File: config.mk
export PLATFORM = sky130hd
export DESIGN_NAME = websocket_frame_deframer
export DESIGN_NICKNAME = d
export VERILOG_FILES = /design/src/rtl/core/wsd_pkg.sv /design/src/rtl/core/websocket_frame_deframer.sv
export SDC_FILE = /design/constraint.sdc
export NUM_CORES = 1
export LEC_CHECK = 0
export BUFFER_PORTS_ARGS = -buffer_cell sky130_fd_sc_hd__buf_2
export CAP_MARGIN = 20
export CORE_UTILIZATION = 56
export CTS_CLUSTER_DIAMETER = 100
export DETAILED_ROUTE_END_ITERATION = 16
export MAX_ROUTING_LAYER = met4
export PLACE_DENSITY = 0.74
export SETUP_SLACK_MARGIN = 0.4
export SLEW_MARGIN = 40
export SYNTH_ARGS = -nofsm -noshare
export SYNTH_HDL_FRONTEND = slang
export SYNTH_SLANG_ARGS = --single-unit
export TNS_END_PERCENT = 50
File: constraint.sdc
create_clock -name clk -period 6.5 [get_ports clk]
set_input_delay 0.975 -clock clk [delete_from_list [all_inputs] [get_ports clk]]
set_output_delay 0.975 -clock clk [all_outputs]
set_load 0.005 [all_outputs]
File: src/rtl/core/wsd_pkg.sv
package wsd_pkg;

  // parse phases, one-hot
  typedef enum logic [8:0] {
    PH_HDR0  = 9'b000000001,
    PH_HDR1  = 9'b000000010,
    PH_EXT0  = 9'b000000100,
    PH_EXT1  = 9'b000001000,
    PH_MASK0 = 9'b000010000,
    PH_MASK1 = 9'b000100000,
    PH_MASK2 = 9'b001000000,
    PH_MASK3 = 9'b010000000,
    PH_DATA  = 9'b100000000
  } phase_t;

  localparam logic [2:0] EV_NONE    = 3'd0;
  localparam logic [2:0] EV_BIN     = 3'd1;
  localparam logic [2:0] EV_TEXT    = 3'd2;
  localparam logic [2:0] EV_PONG    = 3'd3;
  localparam logic [2:0] EV_CLOSE   = 3'd4;
  localparam logic [2:0] EV_IGNORED = 3'd5;
  localparam logic [2:0] EV_BADLEN  = 3'd6;
  localparam logic [2:0] EV_TOOLONG = 3'd7;

  localparam logic [3:0] OP_TEXT  = 4'h1;
  localparam logic [3:0] OP_BIN   = 4'h2;
  localparam logic [3:0] OP_CLOSE = 4'h8;
  localparam logic [3:0] OP_PING  = 4'h9;

  localparam logic [6:0] LEN_EXT16 = 7'd126;
  localparam logic [6:0] LEN_EXT64 = 7'd127;

  localparam logic [15:0] MAX_LEN_RST = 16'd2048;

  typedef struct packed {
    logic       is_event;
    logic [7:0] data_byte;
    logic       frame_is_text;
    logic [2:0] event_code;
    logic       last;
  } res_t;

  function automatic res_t mk_event(input logic [2:0] code);
    res_t r;
    r = '0;
    r.is_event   = 1'b1;
    r.event_code = code;
    r.last       = 1'b1;
    return r;
  endfunction

  function automatic logic [2:0] end_code(input logic [3:0] opcode);
    logic [2:0] c;
    unique case (opcode)
      OP_CLOSE: c = EV_CLOSE;
      OP_PING:  c = EV_PONG;
      OP_TEXT:  c = EV_TEXT;
      OP_BIN:   c = EV_BIN;
      default:  c = EV_IGNORED;
    endcase
    return c;
  endfunction

endpackage

File: src/rtl/core/websocket_frame_deframer.sv
// channel | dir | tdata            | tuser                                 | tlast
// in_     | in  | rx_byte[7:0]     | -                                     | -
// out_    | out | data_byte[7:0]   | is_event, frame_is_text, event_code   | last
// cfg_    | in  | max_payload_len  | -                                     | -
//
// One received byte is taken per clock; its results are formed in the same cycle and
// written into a four-entry result queue that drains one result per clock while out_tready is high.
// The last payload byte of a text/binary frame yields two results; in_tready drops
// while fewer than two queue slots are free.
// rst_n is synchronous, active low; max_payload_len resets to 2048. cfg_ready is always 1.
// After a bad length code or an oversized frame all bytes are dropped until reset.
module websocket_frame_deframer (
  input  logic        clk,
  input  logic        rst_n,
  input  logic        in_tvalid,
  output logic        in_tready,
  input  logic [7:0]  in_tdata,   // [7:0] rx_byte
  output logic        out_tvalid,
  input  logic        out_tready,
  output logic [7:0]  out_tdata,  // [7:0] data_byte
  output logic [4:0]  out_tuser,  // [0] is_event, [1] frame_is_text, [4:2] event_code
  output logic        out_tlast,
  input  logic        cfg_valid,
  output logic        cfg_ready,
  input  logic [15:0] cfg_data    // max_payload_len
);

  localparam int QDEPTH = 4;

  logic [15:0]           max_len_r;
  wsd_pkg::phase_t       phase_r, phase_nxt;
  logic [3:0]            opcode_r, opcode_nxt;
  logic                  mask_r, mask_nxt;
  logic [15:0]           len_r, len_nxt;
  logic [15:0]           cnt_r, cnt_nxt;
  logic [7:0]            key_r [4];
  logic [7:0]            key_nxt [4];
  logic                  halted_r, halted_nxt;

  wsd_pkg::res_t         q_r [QDEPTH];
  logic [1:0]            wr_ptr_r, rd_ptr_r;
  logic [2:0]            fill_r;

  logic                  in_fire, pop, hdr_done, fin, shown;
  logic [1:0]            n_res;
  wsd_pkg::res_t         res0, res1;
  logic [15:0]           cnt_inc;
  logic [7:0]            plain;

  assign cfg_ready  = 1'b1;
  assign in_tready  = (fill_r <= 3'(QDEPTH - 2));
  assign in_fire    = in_tvalid && in_tready;
  assign out_tvalid = (fill_r != 3'd0);
  assign pop        = out_tvalid && out_tready;

  assign out_tdata  = q_r[rd_ptr_r].data_byte;
  assign out_tuser  = {q_r[rd_ptr_r].event_code, q_r[rd_ptr_r].frame_is_text,
                       q_r[rd_ptr_r].is_event};
  assign out_tlast  = q_r[rd_ptr_r].last;

  assign cnt_inc = cnt_r + 16'd1;
  assign fin     = (cnt_inc >= len_r);
  assign shown   = (opcode_r == wsd_pkg::OP_TEXT) || (opcode_r == wsd_pkg::OP_BIN);
  assign plain   = mask_r ? (in_tdata ^ key_r[cnt_r[1:0]]) : in_tdata;

  always_comb begin
    phase_nxt  = phase_r;
    opcode_nxt = opcode_r;
    mask_nxt   = mask_r;
    len_nxt    = len_r;
    cnt_nxt    = cnt_r;
    key_nxt    = key_r;
    halted_nxt = halted_r;
    hdr_done   = 1'b0;
    n_res      = 2'd0;
    res0       = '0;
    res1       = '0;
    if (in_fire && !halted_r) begin
      unique case (phase_r)
        wsd_pkg::PH_HDR0: begin
          opcode_nxt = in_tdata[3:0];
          phase_nxt  = wsd_pkg::PH_HDR1;
        end
        wsd_pkg::PH_HDR1: begin
          mask_nxt = in_tdata[7];
          if (in_tdata[6:0] == wsd_pkg::LEN_EXT64) begin
            halted_nxt = 1'b1;
            res0       = wsd_pkg::mk_event(wsd_pkg::EV_BADLEN);
            n_res      = 2'd1;
          end else if (in_tdata[6:0] == wsd_pkg::LEN_EXT16) begin
            phase_nxt = wsd_pkg::PH_EXT0;
          end else begin
            len_nxt = {9'd0, in_tdata[6:0]};
            if (in_tdata[7]) begin
              phase_nxt = wsd_pkg::PH_MASK0;
            end else begin
              hdr_done = 1'b1;
            end
          end
        end
        wsd_pkg::PH_EXT0: begin
          len_nxt   = {in_tdata, 8'd0};
          phase_nxt = wsd_pkg::PH_EXT1;
        end
        wsd_pkg::PH_EXT1: begin
          len_nxt = {len_r[15:8], in_tdata};
          if (mask_r) begin
            phase_nxt = wsd_pkg::PH_MASK0;
          end else begin
            hdr_done = 1'b1;
          end
        end
        wsd_pkg::PH_MASK0: begin
          key_nxt[0] = in_tdata;
          phase_nxt  = wsd_pkg::PH_MASK1;
        end
        wsd_pkg::PH_MASK1: begin
          key_nxt[1] = in_tdata;
          phase_nxt  = wsd_pkg::PH_MASK2;
        end
        wsd_pkg::PH_MASK2: begin
          key_nxt[2] = in_tdata;
          phase_nxt  = wsd_pkg::PH_MASK3;
        end
        wsd_pkg::PH_MASK3: begin
          key_nxt[3] = in_tdata;
          hdr_done   = 1'b1;
        end
        wsd_pkg::PH_DATA: begin
          cnt_nxt = cnt_inc;
          if (shown) begin
            res0.data_byte     = plain;
            res0.frame_is_text = (opcode_r == wsd_pkg::OP_TEXT);
            res0.last          = !fin;
            if (fin) begin
              res1  = wsd_pkg::mk_event(wsd_pkg::end_code(opcode_r));
              n_res = 2'd2;
            end else begin
              n_res = 2'd1;
            end
          end else if (fin) begin
            res0  = wsd_pkg::mk_event(wsd_pkg::end_code(opcode_r));
            n_res = 2'd1;
          end
          if (fin) begin
            phase_nxt = wsd_pkg::PH_HDR0;
          end
        end
        default: begin
          phase_nxt = wsd_pkg::PH_HDR0;
        end
      endcase
      if (hdr_done) begin
        priority if (len_nxt == 16'd0) begin
          phase_nxt = wsd_pkg::PH_HDR0;
          res0      = wsd_pkg::mk_event(wsd_pkg::EV_IGNORED);
          n_res     = 2'd1;
        end else if (len_nxt > max_len_r) begin
          halted_nxt = 1'b1;
          res0       = wsd_pkg::mk_event(wsd_pkg::EV_TOOLONG);
          n_res      = 2'd1;
        end else begin
          cnt_nxt   = 16'd0;
          phase_nxt = wsd_pkg::PH_DATA;
        end
      end
    end
  end

  always_ff @(posedge clk) begin
    if (!rst_n) begin
      max_len_r <= wsd_pkg::MAX_LEN_RST;
      phase_r   <= wsd_pkg::PH_HDR0;
      opcode_r  <= 4'd0;
      mask_r    <= 1'b0;
      len_r     <= 16'd0;
      cnt_r     <= 16'd0;
      key_r     <= '{default: 8'd0};
      halted_r  <= 1'b0;
      wr_ptr_r  <= 2'd0;
      rd_ptr_r  <= 2'd0;
      fill_r    <= 3'd0;
    end else begin
      if (cfg_valid && cfg_ready) begin
        max_len_r <= cfg_data;
      end
      phase_r  <= phase_nxt;
      opcode_r <= opcode_nxt;
      mask_r   <= mask_nxt;
      len_r    <= len_nxt;
      cnt_r    <= cnt_nxt;
      key_r    <= key_nxt;
      halted_r <= halted_nxt;
      wr_ptr_r <= wr_ptr_r + n_res;
      rd_ptr_r <= rd_ptr_r + {1'b0, pop};
      fill_r   <= fill_r + {1'b0, n_res} - {2'd0, pop};
    end
  end

  // result queue storage; entries are only read behind fill_r
  always_ff @(posedge clk) begin
    if (n_res != 2'd0) begin
      q_r[wr_ptr_r] <= res0;
    end
    if (n_res == 2'd2) begin
      q_r[wr_ptr_r + 2'd1] <= res1;
    end
  end

`ifndef SYNTH
  a_fill_bound: assert property (@(posedge clk) disable iff (!rst_n)
    fill_r <= 3'(QDEPTH)) else $error("result queue overflow");

  a_halt_sticky: assert property (@(posedge clk) disable iff (!rst_n)
    halted_r |=> halted_r) else $error("halt flag cleared without reset");

  a_halt_silent: assert property (@(posedge clk) disable iff (!rst_n)
    halted_r |-> (n_res == 2'd0)) else $error("result produced while halted");

  a_event_last: assert property (@(posedge clk) disable iff (!rst_n)
    (out_tvalid && out_tuser[0]) |-> out_tlast) else $error("event without tlast");

  a_data_no_code: assert property (@(posedge clk) disable iff (!rst_n)
    (out_tvalid && !out_tuser[0]) |-> (out_tuser[4:2] == wsd_pkg::EV_NONE))
    else $error("data transfer carries event code");
`endif

endmodule
Yosys cells after proc, flatten, opt, wreduce, memory -nomap -nowiden
Memory sizes are Yosys's and may differ from the RTL's. A register that Yosys moved wholly into a read port is not among the register bits.
Cells that the tools add are included.
Widths: inputs -> output; s select.
Storage, ports and cells
  register bits: 102
  memory bits (writable): 56
  bits of input ports: 29
  output and inout port bits: 17
  memories: 1
Operators by class
  $add $sub $neg: 6
  $lt $le $gt $ge: 4
  equality and inequality tests: 16
  mux-type cells: 61
  bitwise logic cells: 2
  reductions and logical operators: 15
Memories
  q_r: depth 4, width 14, read ports 1, clocked after memory_dff 1, wr ports 2, line websocket_frame_deframer.sv:40  | wsd_pkg::res_t q_r [QDEPTH];
Operator list (count)
  $mux 14: 9
  $mux 16: 7
  $mux 9: 9
  $pmux 9 s9: 1
  $pmux 16 s3: 1
  $pmux 14 s2: 1
  $mux 8: 3
  $mux 1: 18
  $add 16x1->16 const B: 1
  $bmux 8 s2: 1
  $ge 16x16->1: 1
  $gt 16x16->1: 1
  $logic_not 16->1: 1
  $eq 7x7->1 const B: 2
  $mux 2: 7
  $pmux 3 s4: 1
  $reduce_and 2->1: 6
  $eq 9x1->1 const B: 1
  $eq 9x2->1 const B: 1
  $eq 9x3->1 const B: 1
  $eq 9x4->1 const B: 1
  $eq 9x5->1 const B: 1
  $eq 9x6->1 const B: 1
  $eq 9x7->1 const B: 1
  23 further kinds: 27

Logic depth before layout (Yosys ltp)
Gate-level depths: netlist of run 1.
  word-level depth: 13
  depth in mapped cells: 24
  gate-level depth less buffers: 23

Worst setup path before layout of run 1
OpenSTA, ideal clock, no wires.
  path type: input to register
  start point: in in_tdata[4]
  end point: reg fill_r[2]
  library setup time: 0.128 ns
  arrival time: 4.812 ns
  setup slack: 1.561 ns
  stages on the path: 22
  path buffers: 1
  cell sequence: buf_2 nand4_2 nor2_1 o21ai_0 o211ai_1 o21ai_0 ha_1 a22o_1 nor4_1 a211o_1 nand2_1 a31oi_1 o21ai_4 o21ai_1 ha_1 inv_1 ha_1 inv_1 fa_1 xnor2_1 xnor2_1 nor2_1
On the way
  longest elaborated chain between the ends: 12
  elaborated cells on any way between the ends: 20
  classes of those cells: 2 x add/sub; 1 x order compare; 2 x eq/ne; 14 x mux; 1 x reduce/logical
Ends and longest elaborated chain
  start: declaration: line websocket_frame_deframer.sv:17  | input logic [7:0] in_tdata,
  $eq 7x7->1: line websocket_frame_deframer.sv:90  | end else if (in_tdata[6:0] == wsd_pkg::LEN_EXT16) begin
  $mux 16: line websocket_frame_deframer.sv:90
  $mux 16: line websocket_frame_deframer.sv:86  | if (in_tdata[6:0] == wsd_pkg::LEN_EXT64) begin
  $pmux 16 s3: line websocket_frame_deframer.sv:79  | unique case (phase_r)
  $mux 16: line websocket_frame_deframer.sv:78  | if (in_fire && !halted_r) begin
  $gt 16x16->1: line websocket_frame_deframer.sv:158  | end else if (len_nxt > max_len_r) begin
  $mux 2: line websocket_frame_deframer.sv:158
  $mux 2: line websocket_frame_deframer.sv:154  | priority if (len_nxt == 16'd0) begin
  $mux 2 (*): line websocket_frame_deframer.sv:153  | if (hdr_done) begin
  $mux 2 (*): line websocket_frame_deframer.sv:78
  $add 3x2->3 (*): line websocket_frame_deframer.sv:196  | fill_r <= fill_r + {1'b0, n_res} - {2'd0, pop};
  $sub 3x1->3 (*): line websocket_frame_deframer.sv:196
  end signal: assignment: line websocket_frame_deframer.sv:196
  end: declaration: line websocket_frame_deframer.sv:42  | logic [2:0] fill_r;
Mark *: on every way between the ends. The rest lies on a longest branch, timed or not. The select of a mux whose other input is x is not followed.
A chain may end at the register's enable or synchronous reset.

Final worst setup path of run 1
  start point: reg cnt_r[1]
  end point: reg fill_r[2]
On the way
  longest elaborated chain between the ends: 11
  elaborated cells on any way between the ends: 12
  classes of those cells: 3 x add/sub; 1 x order compare; 8 x mux
Ends and longest elaborated chain
  start: declaration: line websocket_frame_deframer.sv:35  | logic [15:0] cnt_r, cnt_nxt;
  start signal: assignment: line websocket_frame_deframer.sv:191  | cnt_r <= cnt_nxt;
  $add 16x1->16 (*): line websocket_frame_deframer.sv:61  | assign cnt_inc = cnt_r + 16'd1;
  $ge 16x16->1 (*): line websocket_frame_deframer.sv:62  | assign fin = (cnt_inc >= len_r);
  $mux 1 / $mux 2 (equally long branches): line websocket_frame_deframer.sv:141, websocket_frame_deframer.sv:135
  $mux 2 (*): line websocket_frame_deframer.sv:131  | if (shown) begin
  $pmux 2 s2 (*): line websocket_frame_deframer.sv:79
  $mux 2: line websocket_frame_deframer.sv:158
  $mux 2: line websocket_frame_deframer.sv:154
  $mux 2 (*): line websocket_frame_deframer.sv:153
  $mux 2 (*): line websocket_frame_deframer.sv:78
  $add 3x2->3 (*): line websocket_frame_deframer.sv:196
  $sub 3x1->3 (*): line websocket_frame_deframer.sv:196
Mark *: on every way between the ends. The rest lies on a longest branch, timed or not.

==> results.sh, run 1 <==
export IMPL_outcome="finished, final reports clean"
export IMPL_power_leakage_uw=0.00390
export IMPL_ys_warnings_count=0
export IMPL_pwr_share_comb=0.221
export IMPL_detail_route_first_pass_iterations=7
export IMPL_via_count=6856
export IMPL_htree_num_levels=4
export IMPL_layout_drive_gt1_share=0.138
export IMPL_synth_area_mux_share=0.155
export IMPL_power_density_nw_per_um2=276
export IMPL_wire_length_of_the_first_global_routing_pass_um=34000
export IMPL_antenna_violating_nets_post_route=0
export IMPL_sequential_cell_area_um2=3360
export IMPL_worstSetupEndpointType="register"
export IMPL_cts_made_buffers=17
export IMPL_fin_crit_share=0.809
export IMPL_post_synth_fa_ha_maj_area_fraction=0.0589
export IMPL_standard_cell_rows=45
export IMPL_dr_vias_cell=5.75
export IMPL_unrepaired_setup_endpoints_after_global_routing="false"
export IMPL_detailed_place_area_um2=9140
export IMPL_setup_viol=0
export IMPL_p_sw_frac=0.329
export IMPL_final_routed_wirelength_across_all_metal_layers_um=20500
export IMPL_number_of_antenna_violations_at_the_first_check_in_global_routing=0
export IMPL_p_switching_uw=883
export IMPL_dominant_combinational_cell_family_by_area_after_synthesis="simple AND/OR/NAND/NOR gates"
export IMPL_fin_nets=1038
export IMPL_synthesis_instances=957
export IMPL_timing_worst_setup_path_type="reg2reg"
export IMPL_buffer_ports_inserted=44
export IMPL_timing_critical_path_arrival_ps=5560
export IMPL_path_clk_slew_ps=70
export IMPL_final_setup_skew_ps=8.66
export IMPL_area_growth_syn_to_layout_pct=10.0
export IMPL_min_delay_path_class="reg2reg"
export IMPL_hpwlAfterDp_um=14500
export IMPL_yosysSeqAreaShare=0.380
export IMPL_coreArea_um2=15300
export IMPL_seqPwrFrac=0.414
export IMPL_peakVddDrop_mv=0.182
export IMPL_synth_area_in_xor_xnor=0.0366
export IMPL_cts_path_max_buffers=2
export IMPL_finalHoldViolations=0
export IMPL_layout_cells_most_common="sky130_fd_sc_hd__dfxtp_1"
export IMPL_drv_cap=0
export IMPL_largest_fanout_on_the_critical_path=12
export IMPL_postSynthRegisterBits=158
export IMPL_timing_worst_slew_pin_value_ps=765
export IMPL_ys_dominant_reg_cell="sky130_fd_sc_hd__dfxtp_1"
export IMPL_internal_power_uw=1800
export IMPL_syn_cell_area_um2=8840
export IMPL_syn_num_nets=1027
export IMPL_cts_tree="done"
export IMPL_globalRouteOverflowTotal=0
export IMPL_largest_net_degree_at_the_start_of_global_routing=57
export IMPL_post_cts_resize_count=0
export IMPL_layout_cell_area_non_filler_um2=9730
export IMPL_dr_first_iter_drc_count=486
export IMPL_start_util=0.577
export IMPL_postCtsSetupRepairBufs=0
export IMPL_dieWidth_um=128
export IMPL_fin_setup_tns_ps=0
export IMPL_synth_area_in_compound_gates=0.131
export IMPL_die_area_um2=16300
export IMPL_first_global_vias=6714
export IMPL_clock_latency_ps=430
export IMPL_timing_critical_path_required_ps=6800
export IMPL_number_of_synthesized_flops_with_an_enable_pin=20
export IMPL_cts_sinks=158
export IMPL_worst_slew_margin_rel=0.489
export IMPL_nFillCells=1330
export IMPL_fin_total_pwr_uw=2680
export IMPL_multi_input_comb_area_um2=5040
export IMPL_hold_buffers=0
export IMPL_layout_min_cycle_time_ps=5260
export IMPL_global_routing_usage_summed_across_all_routing_layers=0.275
export IMPL_gp_congestion=0.974
export IMPL_io_pin_count=46
export IMPL_simple_logic_cell_fraction_of_the_synthesized_area=0.187
export IMPL_p_clk_frac=0.366
export IMPL_die_height_um=128
export IMPL_synth_avg_cell_area_um2=9.24
export IMPL_fmax_ghz=0.190
export IMPL_cts_root_buf="sky130_fd_sc_hd__clkbuf_16"
export IMPL_drcViolationCount=0
export IMPL_proportion_of_register_bits_with_asynchronous_set_or_reset_after_synthesis=0
export IMPL_wire_per_inst_um=17.2
export IMPL_cp_start_kind="register"
export IMPL_synth_cell_type_count=77
export IMPL_report_final_slew_viol_count=0
export IMPL_mostFrequentLayoutCells="sky130_fd_sc_hd__dfxtp_1 (137), sky130_fd_sc_hd__nand2_1 (129), sky130_fd_sc_hd__nor2_1 (118), sky130_fd_sc_hd__mux2i_1 (87), sky130_fd_sc_hd__buf_2 (44)"
export IMPL_insertedDiodeCount=0
==> final cells by class <==
cell class,instances,share of cell area
Tap cell,211,0.0271
Clock buffer,17,0.0437
Sequential cell,158,0.346
Multi-Input combinational cell,693,0.518
Inverter,41,0.0158
Timing Repair Buffer,57,0.0327
Clock inverter,15,0.0170
==> worst max-delay path: stages (launching register included) <==
cell                        delay (ps)
sky130_fd_sc_hd__dfxtp_1           680
sky130_fd_sc_hd__ha_1              360
sky130_fd_sc_hd__nand2_1            70
sky130_fd_sc_hd__nor2_1            290
sky130_fd_sc_hd__and3_1            230
sky130_fd_sc_hd__xor2_1            210
sky130_fd_sc_hd__ha_1              280
sky130_fd_sc_hd__nand4_1           110
sky130_fd_sc_hd__a211oi_1           60
sky130_fd_sc_hd__a2111oi_0         460
sky130_fd_sc_hd__o31ai_1           120
sky130_fd_sc_hd__buf_4             190
sky130_fd_sc_hd__ha_1              340
sky130_fd_sc_hd__and3_1            160
sky130_fd_sc_hd__o21ai_1           310
sky130_fd_sc_hd__ha_1              300
sky130_fd_sc_hd__inv_1              50
sky130_fd_sc_hd__ha_1              120
sky130_fd_sc_hd__inv_1              50
sky130_fd_sc_hd__fa_1              370
sky130_fd_sc_hd__xnor2_1           170
sky130_fd_sc_hd__xnor2_1           130
sky130_fd_sc_hd__nor2_1             50
==> synth_stat cells (all sizes together) (3+ instances only) <==
master	instances	area, um^2
a22o	8	70.1
a211oi	12	90.1
clkbuf	43	161
a21o	7	52.6
a2bb2oi	6	52.6
nor3b	5	37.5
nor4	5	46.3
nand2b	8	50.1
a211o	3	26.3
mux2i	87	871
nand3b	3	22.5
inv	41	154
a21oi	27	135
dfxtp	138	2760
o21ai	29	168
a32o	9	90.1
buf	22	138
xor2	22	193
nor2b	6	37.5
nand4	11	75.1
a311oi	3	26.3
edfxtp	20	601
or3	5	31.3
ha	40	500
nor4b	3	47.5
nand3	17	85.1
o22ai	5	31.3
xnor2	15	131
o211ai	7	93.8
and2	10	65.1
o31ai	6	58.8
or4	4	33.8
a31oi	6	37.5
mux4	22	495
nor2	118	443
o32ai	4	35.0
and3	11	68.8
nor3	9	55.1
nand2	131	497
==> through the flow <==
stage	cells	setup WS [ps]	hold slack, ps	utilization
2_1_floorplan	957	1560	435	-
6_report	1192	1240	456	0.635
3_5_place_dp	1160	888	454	0.597
3_3_place_gp	1160	984	442	0.596
4_1_cts	1192	1170	464	0.635
5_1_grt	1192	780	480	0.635
==> layer usage <==
layer	global-route usage	vias to the layer above	wire, um
li1	-	3416	-
met1	0.341	3244	9260
met2	0.445	174	9820
met3	0.0584	22	1100
met4	0.0955	0	295
met5	-	-	0
==> power groups by stage <==
stage,combinational (uW),clock [uW],sequential (uW)
after floorplan,482,0,1080
after global placement,578,0,1130
after detailed placement,584,0,1130
after CTS,590,1000,1110
after global routing,651,1040,1120
final,592,981,1110
==> cell families (layout without fill, tap and decap cells) <==
kind of cell    count (synthesis)  in the layout
mux                           109            109
flops                         158            158
buf+inv                       106            130
simple gates                  353            353
fa+ha+maj                      41             41
other cells                     1              1
xor+xnor                       37             37
compound gates                152            152
==> final timing paths <==
| kind | start | endpoint | slack, ps | cells past startpoint |
|---|---|---|---|---|
| max | cnt_r[1] | fill_r[2] | 1240 | 22 |
| min | q_r[1][11] | q_r[1][11] | 460 | 2 |
| max reg2reg | cnt_r[1] | fill_r[2] | 1240 | 22 |
| min reg2reg | q_r[1][11] | q_r[1][11] | 460 | 2 |
==> flip-flops by register name (all words and copies together), names as in the netlist, 2 cells and up <==
signal / flops
cnt_r: 16
fill_r: 3
key_r: 32
len_r: 16
max_len_r: 16
opcode_r: 4
phase_r: 9
q_r: 56
rd_ptr_r: 2
wr_ptr_r: 2
No activity file was read; power rests on OpenSTA's default activity.
==> run 2, diff against run 1 <==
==> constraint.sdc (replaced) <==
create_clock -name clk -period 5.51 [get_ports clk]
set_input_delay 0.8265 -clock clk [delete_from_list [all_inputs] [get_ports clk]]
set_output_delay 0.8265 -clock clk [all_outputs]
set_load 0.005 [all_outputs]
==> results.sh, run 2 (same netlist as run 1, synthesis figures left out) <==
export IMPL_start_util=0.577
export IMPL_layout_min_cycle_time_ps=4800
export IMPL_crit_path_max_incr_delay_ps=400
export IMPL_timing_hold_worst_start="q_r[0][7]"
export IMPL_hold_buffers=0
export IMPL_fin_crit_share=0.871
export IMPL_placedCellCount=1173
export IMPL_via_count=7094
export IMPL_min_delay_path_class="reg2reg"
export IMPL_standard_cell_rows=45
export IMPL_fin_cells=1210
export IMPL_detail_route_first_pass_iterations=5
export IMPL_final_core_utilization=0.645
export IMPL_path_clk_slew_ps=70
export IMPL_sum_of_buffers_and_inverters_on_the_critical_path=3
export IMPL_crit_slowest_cell="sky130_fd_sc_hd__dfxtp_1"
export IMPL_largest_fanout_on_the_critical_path=8
export IMPL_power_density_nw_per_um2=324
export IMPL_fin_setup_tns_ps=0
export IMPL_timing_critical_path_arrival_ps=5110
export IMPL_dr_vias_cell=5.86
export IMPL_top_register="q_r"
export IMPL_worstPathCellList="nor4_4, buf_4, and2_4, o311ai_4, a22o_1, ha_1, a21o_1, a221o_1, a221oi_2, nand2_1, a31oi_1, o21ai_4, o21ai_1, ha_1, inv_1, ha_1, inv_1, fa_1, xnor2_1, xnor2_1, nor2_1"
export IMPL_wire_per_inst_um=17.5
export IMPL_cts_tree="done"
export IMPL_drcViolationCount=0
export IMPL_buffer_ports_inserted=44
export IMPL_insertedDiodeCount=0
export IMPL_crit_cells=21
export IMPL_cell_depth_of_the_worst_flop_to_flop_path=21
export IMPL_timing_hold_worst_path_depth=2
export IMPL_cp_start_kind="register"
export IMPL_coreArea_um2=15300
export IMPL_hpwlAfterDp_um=14900
export IMPL_worst_slew_margin_rel=0.490
export IMPL_cts_made_buffers=17
export IMPL_finalHoldViolations=0
export IMPL_die_area_um2=16300
export IMPL_fin_nets=1056
export IMPL_cts_sinks=158
export IMPL_dieWidth_um=128
export IMPL_gp_congestion=1.02
export IMPL_area_growth_syn_to_layout_pct=11.8
export IMPL_drv_cap=0
export IMPL_timing_worst_slew_pin_value_ps=761
export IMPL_wire_length_of_the_first_global_routing_pass_um=34600
export IMPL_peakVddDrop_mv=0.242
export IMPL_first_global_vias=6962
export IMPL_unrepaired_setup_endpoints_after_global_routing="false"
export IMPL_setup_viol=0
export IMPL_clock_latency_ps=430
export IMPL_outcome="finished, final reports clean"
export IMPL_largest_register_ffs=56
export IMPL_layout_drive_gt1_share=0.160
export IMPL_die_height_um=128
export IMPL_timing_hold_worst_endpoint="q_r[0][7]"
export IMPL_globalRouteOverflowTotal=0
export IMPL_io_pin_count=46
export IMPL_reg_largest_list="q_r: 56 flops, key_r: 32 flops"
export IMPL_antenna_violating_nets_post_route=0
export IMPL_cp_top_family="compound AO/OA/AOI/OAI gates"
export IMPL_fmax_ghz=0.208
export IMPL_global_routing_usage_summed_across_all_routing_layers=0.280
export IMPL_cts_path_max_buffers=2
export IMPL_r2r_end="fill_r[2]"
export IMPL_cts_root_buf="sky130_fd_sc_hd__clkbuf_16"
export IMPL_layout_cells_most_common="sky130_fd_sc_hd__dfxtp_1"
export IMPL_timing_critical_path_required_ps=5820
export IMPL_number_of_antenna_violations_at_the_first_check_in_global_routing=0
export IMPL_mostFrequentLayoutCells="sky130_fd_sc_hd__dfxtp_1 (137), sky130_fd_sc_hd__nand2_1 (129), sky130_fd_sc_hd__nor2_1 (116), sky130_fd_sc_hd__mux2i_1 (87), sky130_fd_sc_hd__buf_2 (44)"
export IMPL_power_leakage_uw=0.00398
export IMPL_timing_worst_setup_path_type="reg2reg"
export IMPL_htree_num_levels=4
export IMPL_timing_reg2reg_setup_slack_ps=710
export IMPL_largest_net_degree_at_the_start_of_global_routing=58
export IMPL_final_setup_skew_ps=10.2
export IMPL_dr_first_iter_drc_count=554
export IMPL_crit_top_cell="sky130_fd_sc_hd__ha_1"
export IMPL_worstSetupEndpointType="register"
export IMPL_timing_rr_start="phase_r[5]"
export IMPL_final_routed_wirelength_across_all_metal_layers_um=21100
export IMPL_report_final_slew_viol_count=0
## run 2: cell count changes in the layout (fill, tap and decap cells not counted), moves of 3 or more
cell	delta
sky130_fd_sc_hd__clkinv_8	-3
sky130_fd_sc_hd__inv_6	+3
sky130_fd_sc_hd__buf_4	+18
sky130_fd_sc_hd__inv_8	-3
## run 2: layout make-up
class / instances / area (um^2)
clock inverter: 14 / 149
clock buffer: 18 / 429
tap: 211 / 264
multi-input combinational: 693 / 5070
inverter: 41 / 154
timing repair buffer: 75 / 453
sequential: 158 / 3360
fill: 1290 / 5430
## run 2: worst max-delay path by stage
stage / from / to / slack [ps]
after floorplan: in_tdata[4] / fill_r[2] / 720
after global placement: in_tdata[5] / fill_r[2] / 370
after detailed placement: in_tdata[5] / fill_r[2] / 260
after CTS: phase_r[8] / fill_r[2] / 520
after global routing: phase_r[2] / fill_r[2] / 410
final: phase_r[5] / fill_r[2] / 710
## run 2: layer usage
layer  up-vias  part of all wire  global-route usage
li1       3460                 -                   -
met3        40             0.057              0.0426
met5         -                 0                   -
met1      3386              0.45               0.352
met2       208              0.48               0.454
met4         0             0.022               0.112
## run 2: power breakdown
group          switching (uW)  leakage (uW)  internal (uW)
sequential               86.9       0.00131           1220
clock                     523      0.000279            641
combinational             420       0.00239            317
total                    1030       0.00398           2170
## run 2: what timing repair did
item | CTS | global route
setup buffers | 0 | 5
hold endpoints to repair | 0 | 0
gates resized for setup | 0 | 11
endpoints found under the setup margin | 0 | 1
## run 2: stage by stage
step	hold WS, ps	total power, uW	worst slack [ps]	cell area [um^2]
finish	459	3200	712	9880
global route	480	3350	414	9880
CTS	462	3190	522	9810
detailed placement	452	2030	263	9240
global placement	443	2020	366	9230
floorplan	435	1840	719	8840
## run 2: tightest hold or removal path, cell delays in order (launching register included)
cell and delay, ps:
sky130_fd_sc_hd__dfxtp_1 310, sky130_fd_sc_hd__nand2_1 50, sky130_fd_sc_hd__mux2i_1 50
==> run 3, diff against run 2 <==
--- a/config.mk
+++ b/config.mk
@@ -12,6 +12,7 @@
 export DETAILED_ROUTE_END_ITERATION = 16
 export MAX_ROUTING_LAYER = met4
 export PLACE_DENSITY = 0.74
+export RECOVER_POWER = 100
 export SETUP_SLACK_MARGIN = 0.4
 export SLEW_MARGIN = 40
 export SYNTH_ARGS = -nofsm -noshare
==> results.sh, run 3 (same netlist as run 1, synthesis figures left out) <==
export IMPL_standard_cell_rows=45
export IMPL_buffer_ports_inserted=44
export IMPL_cp_start_kind="register"
export IMPL_global_routing_usage_summed_across_all_routing_layers=0.280
export IMPL_detail_route_first_pass_iterations=5
export IMPL_fin_total_pwr_uw=3190
export IMPL_dr_vias_cell=5.84
export IMPL_sum_of_buffers_and_inverters_on_the_critical_path=1
export IMPL_globalRoute_busiestLayer="met2"
export IMPL_via_count=7069
export IMPL_layout_min_cycle_time_ps=4860
export IMPL_drcViolationCount=0
export IMPL_insertedDiodeCount=0
export IMPL_timing_hold_ws_ps=459
export IMPL_io_pin_count=46
export IMPL_final_routed_wirelength_across_all_metal_layers_um=21100
export IMPL_die_area_um2=16300
export IMPL_hpwlAfterDp_um=14900
export IMPL_fmax_ghz=0.206
export IMPL_fin_setup_tns_ps=0
export IMPL_grtUsageMet1=0.352
export IMPL_cp_top_family="compound AO/OA/AOI/OAI gates"
export IMPL_dr_first_iter_drc_count=568
export IMPL_timing_critical_path_required_ps=5650
export IMPL_htree_num_levels=4
export IMPL_largest_fanout_on_the_critical_path=13
export IMPL_drv_cap=2
export IMPL_worstSetupEndpointType="register"
export IMPL_wire_length_of_the_first_global_routing_pass_um=34600
export IMPL_start_util=0.577
export IMPL_fin_nets=1056
export IMPL_path_clk_slew_ps=70
export IMPL_power_density_nw_per_um2=325
export IMPL_dieWidth_um=128
export IMPL_cts_root_buf="sky130_fd_sc_hd__clkbuf_16"
export IMPL_clock_latency_ps=430
export IMPL_cell_depth_of_the_worst_flop_to_flop_path=16
export IMPL_antenna_violating_nets_post_route=0
export IMPL_crit_slowest_cell="sky130_fd_sc_hd__clkbuf_1"
export IMPL_worst_slew_margin_rel=-0.192
export IMPL_cts_tree="done"
export IMPL_largest_register_ffs=56
export IMPL_grt_util_met2=0.454
export IMPL_top_register="q_r"
export IMPL_timing_critical_path_arrival_ps=4990
export IMPL_fin_crit_share=0.881
export IMPL_report_final_slew_viol_count=48
export IMPL_crit_path_max_incr_delay_ps=750
export IMPL_peakVddDrop_mv=0.240
export IMPL_worstPathCellList="nand3_1, nor2_1, and3_1, and3_1, xor2_1, ha_1, nand4_1, a211oi_1, a2111oi_0, o31ai_1, ha_1, nor2_1, nor2_1, o211ai_4, clkbuf_1, o22ai_1"
export IMPL_crit_cells=16
export IMPL_cts_made_buffers=17
export IMPL_crit_top_cell="sky130_fd_sc_hd__nor2_1"
export IMPL_area_growth_syn_to_layout_pct=10.7
export IMPL_globalRouteOverflowTotal=0
export IMPL_number_of_antenna_violations_at_the_first_check_in_global_routing=0
export IMPL_hold_buffers=0
export IMPL_outcome="finished with violations"
export IMPL_power_leakage_uw=0.00391
export IMPL_layout_cell_area_non_filler_um2=9790
export IMPL_timing_hold_worst_path_depth=2
export IMPL_min_delay_path_class="reg2reg"
export IMPL_grt_util_met3=0.0426
export IMPL_cts_path_max_buffers=2
export IMPL_final_setup_skew_ps=9.54
export IMPL_cts_sinks=158
export IMPL_timing_worst_slew_pin_value_ps=1790
export IMPL_layout_drive_gt1_share=0.134
export IMPL_die_height_um=128
export IMPL_unrepaired_setup_endpoints_after_global_routing="false"
export IMPL_timing_worst_setup_path_type="reg2reg"
export IMPL_violations_in_the_final_reports="capacitance limit, slew limit"
export IMPL_coreArea_um2=15300
export IMPL_detailed_place_area_um2=9240
export IMPL_reg_largest_list="q_r: 56 flops, key_r: 32 flops"
export IMPL_finalHoldViolations=0
export IMPL_gp_congestion=1.02
export IMPL_largest_net_degree_at_the_start_of_global_routing=58
export IMPL_wire_per_inst_um=17.4
export IMPL_first_global_vias=6962
export IMPL_mostFrequentLayoutCells="sky130_fd_sc_hd__dfxtp_1 (138), sky130_fd_sc_hd__nand2_1 (129), sky130_fd_sc_hd__nor2_1 (116), sky130_fd_sc_hd__mux2i_1 (87), sky130_fd_sc_hd__inv_1 (40)"
export IMPL_layout_cells_most_common="sky130_fd_sc_hd__dfxtp_1"
export IMPL_setup_viol=0
run 3: stage by stage:
stage / worst slack [ps] / cells / util
after global placement: 366 / 1173 / 0.603
after floorplan: 719 / 957 / -
after CTS: 522 / 1205 / 0.641
after global routing: 232 / 1210 / 0.639
after detailed placement: 263 / 1173 / 0.603
final: 653 / 1210 / 0.639
run 3: power breakdown:
group | total [uW] | switching (uW) | internal [uW]
clock | 1160 | 524 | 641
combinational | 718 | 410 | 308
sequential | 1300 | 86.8 | 1220
total | 3190 | 1020 | 2160
run 3: repair_timing:
action / in CTS / in global routing
setup buffers: 0 / 5
resized for setup: 0 / 11
endpoints found under the hold margin: 0 / 0
endpoints found under the setup margin: 0 / 1
run 3: final timing paths:
kind | from | endpoint | slack [ps]
worst max register to register | cnt_r[2] | q_r[1][1] | 650
worst min register to register | q_r[1][7] | q_r[1][7] | 460
worst min-delay path | q_r[1][7] | q_r[1][7] | 460
worst max-delay path | cnt_r[2] | q_r[1][1] | 650
run 3: per-layer routing:
layer  share of wire  wire length (um)
met5               0                 0
met4           0.021               434
met3           0.054              1140
met2            0.47             10000
met1            0.45              9540
run 3: area by class of cell:
| type | instances | area (um^2) |
|---|---|---|
| Sequential cell | 158 | 3360 |
| Timing Repair Buffer | 75 | 399 |
| Clock inverter | 14 | 149 |
| Multi-Input combinational cell | 693 | 5030 |
| Fill cell | 1320 | 5530 |
| Inverter | 41 | 154 |
| Clock buffer | 18 | 429 |
| Tap cell | 211 | 264 |
run 3: tightest hold or removal path, delay by kind of cell (launching register included):
kind	cells	cell delay (ps)
DFF	1	310
muxes	1	50
and+or+nand+nor	1	50
